==> config.mk <==
export PLATFORM = sky130hd
export DESIGN_NAME = sorted_key_queue
export DESIGN_NICKNAME = d
export VERILOG_FILES = /design/src/sv/skq_pkg.sv /design/src/sv/skq_mem.sv /design/src/sv/sorted_key_queue.sv
export SDC_FILE = /design/constraint.sdc
export NUM_CORES = 2
export LEC_CHECK = 0
export BUFFER_PORTS_ARGS = -buffer_cell sky130_fd_sc_hd__buf_2
export CORE_ASPECT_RATIO = 1.5
export CORE_UTILIZATION = 65
export CTS_BUF_LIST = sky130_fd_sc_hd__clkbuf_8
export DETAILED_ROUTE_END_ITERATION = 8
export PLACE_DENSITY = 0.81
export SKIP_LAST_GASP = 1
export SLEW_MARGIN = 20
export SYNTH_ARGS = -nofsm -noshare
export SYNTH_HDL_FRONTEND = slang
export SYNTH_SLANG_ARGS = --single-unit
==> constraint.sdc <==
create_clock -name clk -period 18.1 [get_ports clk]
set_input_delay 1.81 -clock clk [delete_from_list [all_inputs] [get_ports clk]]
set_output_delay 1.81 -clock clk [all_outputs]
set_load 0.02 [all_outputs]
==> src/sv/skq_pkg.sv <==
// skq_pkg: shared types, codes and defaults for the sorted key queue
// no dependencies; used by every file of the block
`timescale 1ns / 1ps

package skq_pkg;

  localparam int DEPTH_DEF      = 16;
  localparam int ITEM_WIDTH_DEF = 32;

  localparam int OPC_W    = 3;
  localparam int HANDLE_W = 32;
  localparam int KEY_W    = 64;
  localparam int STAT_W   = 2;
  localparam int OCC_W    = 5;

  // request opcodes
  localparam logic [OPC_W-1:0] OP_APPEND   = 3'd0;
  localparam logic [OPC_W-1:0] OP_PREPEND  = 3'd1;
  localparam logic [OPC_W-1:0] OP_SORTED   = 3'd2;
  localparam logic [OPC_W-1:0] OP_REM_HEAD = 3'd3;
  localparam logic [OPC_W-1:0] OP_REM_KEY  = 3'd4;
  localparam logic [OPC_W-1:0] OP_SEEK     = 3'd5;
  localparam logic [OPC_W-1:0] OP_PEEK     = 3'd6;

  // result status codes
  localparam logic [STAT_W-1:0] ST_OK   = 2'd0;
  localparam logic [STAT_W-1:0] ST_MISS = 2'd1;
  localparam logic [STAT_W-1:0] ST_FULL = 2'd2;

  typedef struct packed {
    logic [OPC_W-1:0]        opcode;
    logic [HANDLE_W-1:0]     item_handle;
    logic signed [KEY_W-1:0] key;
  } cmd_t;

  typedef struct packed {
    logic [STAT_W-1:0]       status;
    logic [HANDLE_W-1:0]     item_out;
    logic signed [KEY_W-1:0] key_out;
    logic                    found;
    logic [OCC_W-1:0]        occupancy;
  } result_t;

  typedef enum logic [2:0] {
    S_IDLE,
    S_SCAN,
    S_UP,
    S_PLACE,
    S_DOWN,
    S_DONE
  } state_t;

endpackage

==> src/sv/skq_mem.sv <==
// skq_mem: entry store, one write port and one read port with registered data
// depends on skq_pkg for its parameter defaults; instantiated by sorted_key_queue
`timescale 1ns / 1ps

module skq_mem #(
  parameter int DEPTH = skq_pkg::DEPTH_DEF,
  parameter int WIDTH = skq_pkg::KEY_W + skq_pkg::ITEM_WIDTH_DEF
) (
  input  logic                     clk,
  input  logic                     we,
  input  logic [$clog2(DEPTH)-1:0] waddr,
  input  logic [WIDTH-1:0]         wdata,
  input  logic [$clog2(DEPTH)-1:0] raddr,
  output logic [WIDTH-1:0]         rdata
);

  logic [WIDTH-1:0] mem [DEPTH];

  always_ff @(posedge clk) begin
    if (we) begin
      mem[waddr] <= wdata;
    end
  end

  always_ff @(posedge clk) begin
    rdata <= mem[raddr];
  end

endmodule

==> src/sv/sorted_key_queue.sv <==
// sorted_key_queue: ordered queue of keyed items with a single compare unit
// depends on skq_pkg and skq_mem
`timescale 1ns / 1ps
//
// Usage: a request (cmd: opcode, item_handle, key) is taken at a rising edge
// with start high and busy low. busy stays high until the result has been
// shown. The result (status, item_out, key_out, found, occupancy) is on the
// result port for exactly one cycle while done is high; the receiver cannot
// hold it off, and the next request can be taken in the cycle after done.
// Entries sit in a one-read, one-write memory at positions 0 (head) up to
// occupancy-1. A search walks the entries from the head through one 64-bit
// compare unit, one entry per cycle; an insert or a removal then moves the
// entries behind the position one place, one entry per cycle.
// Append writes at the tail with no walk; prepend moves every entry; a
// sorted insert scans to the first larger key and moves the entries behind
// it; a removal scans to the hit and moves the entries behind it toward the
// head; seek and peek stop at the hit; a miss walks every entry; a refused
// insert or an unused opcode goes straight to done. The entry walk over the
// memory port sets how long a request takes.
// Reset empties the queue; the entry memory is not cleared.

module sorted_key_queue #(
  parameter int DEPTH      = skq_pkg::DEPTH_DEF,
  parameter int ITEM_WIDTH = skq_pkg::ITEM_WIDTH_DEF
) (
  input  logic             clk,
  input  logic             rst,
  input  logic             start,
  input  skq_pkg::cmd_t    cmd,
  output logic             busy,
  output logic             done,
  output skq_pkg::result_t result
);

  localparam int AW = $clog2(DEPTH);
  localparam int CW = $clog2(DEPTH + 1);
  localparam int SW = (ITEM_WIDTH < skq_pkg::HANDLE_W) ? ITEM_WIDTH : skq_pkg::HANDLE_W;
  localparam int MW = SW + skq_pkg::KEY_W;
  localparam logic [CW-1:0] FULL_CNT = CW'(DEPTH);
  localparam logic [CW-1:0] ONE      = CW'(1);

  skq_pkg::state_t state, state_next;

  logic [skq_pkg::OPC_W-1:0]        op;
  logic [SW-1:0]                    new_item;
  logic signed [skq_pkg::KEY_W-1:0] new_key;
  logic [CW-1:0]                    count;
  logic [CW-1:0]                    ridx;
  logic [CW-1:0]                    pos;
  logic                             dv;

  logic [skq_pkg::STAT_W-1:0]       res_status;
  logic [SW-1:0]                    res_item;
  logic signed [skq_pkg::KEY_W-1:0] res_key;
  logic                             res_found;

  logic          mem_we;
  logic [AW-1:0] mem_waddr;
  logic [MW-1:0] mem_wdata;
  logic [AW-1:0] mem_raddr;
  logic [MW-1:0] rd_data;

  logic [SW-1:0]                    e_item;
  logic signed [skq_pkg::KEY_W-1:0] e_key;
  logic key_lt, key_eq, hit, cvalid, scan_end, full;
  logic [CW-1:0] ridx_inc, ridx_dec;

  skq_mem #(
    .DEPTH (DEPTH),
    .WIDTH (MW)
  ) u_mem (
    .clk   (clk),
    .we    (mem_we),
    .waddr (mem_waddr),
    .wdata (mem_wdata),
    .raddr (mem_raddr),
    .rdata (rd_data)
  );

  // shared compare unit on the entry just read
  assign e_item = rd_data[SW-1:0];
  assign e_key  = rd_data[MW-1:SW];
  assign key_lt = new_key < e_key;
  assign key_eq = new_key == e_key;

  assign ridx_inc = ridx + ONE;
  assign ridx_dec = ridx - ONE;
  assign cvalid   = ridx != '0;
  assign scan_end = ridx == count;
  assign full     = count >= FULL_CNT;

  always_comb begin
    case (op)
      skq_pkg::OP_SORTED:   hit = key_lt;
      skq_pkg::OP_REM_KEY:  hit = key_eq;
      skq_pkg::OP_SEEK:     hit = key_eq;
      skq_pkg::OP_REM_HEAD: hit = 1'b1;
      skq_pkg::OP_PEEK:     hit = 1'b1;
      default:              hit = 1'b0;
    endcase
  end

  // next state
  always_comb begin
    state_next = state;
    case (state)
      skq_pkg::S_IDLE: begin
        if (start) begin
          case (cmd.opcode)
            skq_pkg::OP_APPEND,
            skq_pkg::OP_PREPEND:  state_next = full ? skq_pkg::S_DONE : skq_pkg::S_UP;
            skq_pkg::OP_SORTED:   state_next = full ? skq_pkg::S_DONE : skq_pkg::S_SCAN;
            skq_pkg::OP_REM_HEAD,
            skq_pkg::OP_REM_KEY,
            skq_pkg::OP_SEEK,
            skq_pkg::OP_PEEK:     state_next = skq_pkg::S_SCAN;
            default:              state_next = skq_pkg::S_DONE;
          endcase
        end
      end
      skq_pkg::S_SCAN: begin
        if (cvalid && hit) begin
          case (op)
            skq_pkg::OP_SORTED:   state_next = skq_pkg::S_UP;
            skq_pkg::OP_REM_HEAD,
            skq_pkg::OP_REM_KEY:  state_next = skq_pkg::S_DOWN;
            default:              state_next = skq_pkg::S_DONE;
          endcase
        end else if (scan_end) begin
          state_next = (op == skq_pkg::OP_SORTED) ? skq_pkg::S_UP : skq_pkg::S_DONE;
        end
      end
      skq_pkg::S_UP: begin
        if (ridx == pos) begin
          state_next = skq_pkg::S_PLACE;
        end
      end
      skq_pkg::S_PLACE: state_next = skq_pkg::S_DONE;
      skq_pkg::S_DOWN: begin
        if (!(ridx_inc < count)) begin
          state_next = skq_pkg::S_DONE;
        end
      end
      skq_pkg::S_DONE: state_next = skq_pkg::S_IDLE;
      default:         state_next = skq_pkg::S_IDLE;
    endcase
  end

  // memory port and handshake outputs
  always_comb begin
    mem_we    = 1'b0;
    mem_waddr = ridx[AW-1:0];
    mem_wdata = rd_data;
    mem_raddr = ridx[AW-1:0];
    busy      = 1'b1;
    done      = 1'b0;
    case (state)
      skq_pkg::S_IDLE: busy = 1'b0;
      skq_pkg::S_SCAN: mem_raddr = ridx[AW-1:0];
      skq_pkg::S_UP: begin
        // move entry ridx one place toward the tail
        mem_raddr = ridx_dec[AW-1:0];
        mem_we    = dv;
        mem_waddr = ridx_inc[AW-1:0];
      end
      skq_pkg::S_PLACE: begin
        mem_we    = 1'b1;
        mem_waddr = pos[AW-1:0];
        mem_wdata = {new_key, new_item};
      end
      skq_pkg::S_DOWN: begin
        // move entry ridx one place toward the head
        mem_raddr = ridx_inc[AW-1:0];
        mem_we    = dv;
        mem_waddr = ridx_dec[AW-1:0];
      end
      skq_pkg::S_DONE: done = 1'b1;
      default: ;
    endcase
  end

  always_ff @(posedge clk) begin
    if (rst) begin
      state <= skq_pkg::S_IDLE;
      count <= '0;
      ridx  <= '0;
      pos   <= '0;
      dv    <= 1'b0;
    end else begin
      state <= state_next;
      case (state)
        skq_pkg::S_IDLE: begin
          if (start) begin
            op         <= cmd.opcode;
            new_item   <= cmd.item_handle[SW-1:0];
            new_key    <= (cmd.opcode == skq_pkg::OP_PREPEND) ? '0 : cmd.key;
            res_status <= skq_pkg::ST_OK;
            res_item   <= '0;
            res_key    <= '0;
            res_found  <= 1'b0;
            dv         <= 1'b0;
            case (cmd.opcode)
              skq_pkg::OP_APPEND: begin
                ridx <= count;
                pos  <= count;
                if (full) res_status <= skq_pkg::ST_FULL;
              end
              skq_pkg::OP_PREPEND: begin
                ridx <= count;
                pos  <= '0;
                if (full) res_status <= skq_pkg::ST_FULL;
              end
              skq_pkg::OP_SORTED: begin
                ridx <= '0;
                if (full) res_status <= skq_pkg::ST_FULL;
              end
              default: ridx <= '0;
            endcase
          end
        end
        skq_pkg::S_SCAN: begin
          if (cvalid && hit) begin
            dv <= 1'b0;
            case (op)
              skq_pkg::OP_SORTED: begin
                pos  <= ridx_dec;
                ridx <= count;
              end
              skq_pkg::OP_REM_HEAD,
              skq_pkg::OP_REM_KEY: begin
                res_item  <= e_item;
                res_key   <= e_key;
                res_found <= op == skq_pkg::OP_REM_KEY;
                ridx      <= ridx_dec;
              end
              skq_pkg::OP_SEEK: res_found <= 1'b1;
              default: begin
                res_item <= e_item;
                res_key  <= e_key;
              end
            endcase
          end else if (scan_end) begin
            dv <= 1'b0;
            if (op == skq_pkg::OP_SORTED) begin
              pos  <= count;
              ridx <= count;
            end else begin
              res_status <= skq_pkg::ST_MISS;
            end
          end else begin
            ridx <= ridx_inc;
          end
        end
        skq_pkg::S_UP: begin
          if (ridx != pos) begin
            ridx <= ridx_dec;
            dv   <= 1'b1;
          end
        end
        skq_pkg::S_PLACE: count <= count + ONE;
        skq_pkg::S_DOWN: begin
          if (ridx_inc < count) begin
            ridx <= ridx_inc;
            dv   <= 1'b1;
          end else begin
            count <= count - ONE;
          end
        end
        default: ;
      endcase
    end
  end

  assign result.status    = res_status;
  assign result.item_out  = skq_pkg::HANDLE_W'(res_item);
  assign result.key_out   = res_key;
  assign result.found     = res_found;
  assign result.occupancy = skq_pkg::OCC_W'(count);

endmodule

==> qor.txt <==
Status -> finished clean
RSZ-0062 raised after global routing -> no
Postcts setup bufs -> 0
Largest net degree at the start of global routing -> 158
Total Power -> 13.8 mW
Top_reg_cell synth -> edfxtp_1
CTS tree -> yes
Placed instance area -> 74600 um2
Grt total ovfl -> 0
Most frequent cells after synthesis -> edfxtp_1, mux4_2, nand2_1
Die ar. -> 112000 um2
VDD IR max -> 0.239 mV
Area growth, synth to finish -> 11.0%
Syn_nets -> 3870
Core area -> 110000 um2
#FFs+latches synth -> 1849
Hold path startpoint -> u_mem.rdata[13]
Worst EP required -> 18890 ps
Wire per inst -> 28.1 um
Number of max-cap violations -> 0
Starting Density -> 65.5%
Nature of the critical path endpoint -> flip-flop
Num CTS Buffers -> 277
XOR/XNOR Fraction of Synth Area -> 0.242%
Root Driver -> clkbuf_8
Worst Hold Margin -> 535 ps
Synth Area in Adders -> 1.32%
Post-route setup TNS -> 0 ps
Chip width -> 274 um
Maximum fanout along the worst path -> 106
Worst-Skew Late Latency -> 990 ps
DRT antenna net count -> 0
Placed Cells -> 5196
Initial antenna violation count -> 3
Post-synthesis cell count -> 3693
Top-area cell type share of the netlist area -> 72.4%
Synth Area in Compound Gates -> 3.23%
Top area cells in the synthesized netlist -> edfxtp_1, mux4_2, dfxtp_1, mux2_2, ha_1
Vias -> 37300
Flop2flop setup slack -> 12030 ps
Hold Path Stages -> 1
CTS Sinks -> 1849
PD cells -> 173 nW/um2
First drt pass iteration count -> 6
Post-CTS Resized -> 0
Clk slew on worst S/H paths -> 70 ps
Post-synth cell types -> 67
Hold Vio Cnt, Final -> 0
DP HPWL -> 80800 um
Final setup viols -> 0
Hold Buf Count CTS -> 0
Die height -> 409 um
Final nets -> 4218
Largest family of logic cells by synthesized area -> multiplexers
Design Area, Final -> 79800 um2
Skew final -> 70.6 ps
Wire length on met2 -> 80600 um
FP Rows -> 149
Period utilisation layout -> 33.6%
Share of layout cells above drive strength 1 -> 27.2%
Buffers added on ports -> 207
Metal-1 WL -> 58600 um
Synth Warn # -> 0
Global-route wire length before repair -> 234000 um
IO Pins -> 208
Ys async rst share -> 0%
Worst r2r src -> ridx[0]
Hold/Removal Path Class -> flip-flop to flip-flop
Proportion of synthesized area in mux cells -> 13.7%
Synthesized area -> 71900 um2
Final non-filler cell total -> 5677
Vias in the first global route -> 37900
Post-synth EDFFs -> 1734
Sequential share of the synthesized area -> 75.7%
Met3 WL -> 14300 um
Area leader, netlist -> edfxtp_1
Drt via density -> 6.58
CTS max path bufs -> 4
Syn Area/Cell -> 19.5 um2
Final Slew Violations -> 0
Fin crit period -> 6070 ps
Synth Area in Simple Gates -> 4.32%
WS Path Type -> flip-flop to flip-flop
Cell with the most instances after synthesis -> edfxtp_1
Global Route Usage Sum -> 29.0%
DRC viols -> 0
Hold Path End -> res_item[13]
RD Place Congestion -> 0.957
RR Endpoint -> u_mem.rdata[86]
Arr. time, crit path -> 6860 ps
P_leak -> 26.4 nW
Total Wirelength -> 159000 um
Rel. slew slack -> 13.5%
Worst-Margin Slew -> 1300 ps
Max Freq -> 165 MHz
Top metal layer carrying routed signals -> met4
H-tree levels -> 5
1st-iter DRT viols -> 4134
Crit path launch type -> flip-flop
# fillers -> 6094
R2R depth -> 12
state kept, by name, indices dropped and copies added (netlist names):
| register | cells |
|---|---|
| pos | 5 |
| ridx | 5 |
| res_status | 2 |
| res_key | 64 |
| dv | 1 |
| op | 3 |
| new_key | 64 |
| res_item | 32 |
| res_found | 1 |
| new_item | 32 |
| count | 5 |
| state | 3 |
| u_mem.mem | 1536 |
| u_mem.rdata | 96 |
cell type report:
cell class	count	area, um2	share of cell area [%]
clock inverters	172	870	1.09
well taps	1434	1790	2.25
inverters	87	327	0.409
diodes	1	2.50	0.00314
repair buffers	264	1600	2.01
flip-flops and latches	1849	54400	68.2
multi-input cells	1562	16500	20.7
clock buffers	308	4240	5.32
placed cells by master, fill, tap and decap left out, drive strengths merged, types with 71 or more instances in the layout:
| cell | n |
|---|---|
| edfxtp | 1734 |
| inv | 168 |
| clkbuf | 308 |
| nand2 | 244 |
| a31oi | 103 |
| clkinv | 79 |
| dfxtp | 115 |
| and2 | 132 |
| a211oi | 104 |
| nor2 | 125 |
| ha | 74 |
| nor2b | 71 |
| mux2 | 99 |
| mux4 | 384 |
| buf | 264 |
stage by stage:
| step | setup slack, ps | util, % |
|---|---|---|
| 2_1_floorplan | 8130 | - |
| 3_3_place_gp | 12090 | 67.9 |
| 3_5_place_dp | 11900 | 68.0 |
| 4_1_cts | 11890 | 72.6 |
| 5_1_grt | 11410 | 72.6 |
| 6_report | 12030 | 72.6 |
worst max path at each step:
stage	endpoint	startpoint	depth (start not counted)	slack, ps
after CTS	u_mem.rdata[86]	ridx[0]	12	11890
final	u_mem.rdata[86]	ridx[0]	12	12030
after detailed placement	u_mem.rdata[86]	ridx[0]	12	11900
after floorplan	new_item[0]	rst	2	8130
after global routing	u_mem.rdata[81]	ridx[0]	12	11410
after global placement	u_mem.rdata[94]	ridx[0]	12	12090
power by group:
part	internal [mW]	total, mW	leakage (nW)	switching (mW)
clock	1.63	3.17	2.94	1.53
combinational	2.02	4.84	6.79	2.81
sequential	5.62	5.80	16.6	0.179
total	9.28	13.8	26.4	4.52
kinds of logic (layout without fill, tap and decap cells):
logic type,count (synthesis),in the layout
flops,1849,1849
mux,487,487
fa+ha+maj,75,75
compound gates,342,342
simple gates,639,639
buf+inv,282,831
xor+xnor,19,19
other cells,0,1
critical path, stage by stage, from the launching register on:
cell and delay [ps]:
dfxtp_1 680, inv_1 190, ha_1 480, inv_1 110, o21ai_0 240, a221o_4 690, buf_4 880, buf_12 710
buf_4 710, mux4_2 590, and2_1 170, a211oi_1 260, a31oi_1 70
routing by layer:
layer / GRT usage (%) / vias to the layer above
li1: - / 15500
met1: 38.6 / 19300
met2: 47.5 / 2192
met3: 5.39 / 379
met4: 12.2 / 0
met5: 0 / -
No activity file was read; power rests on OpenSTA's default activity.
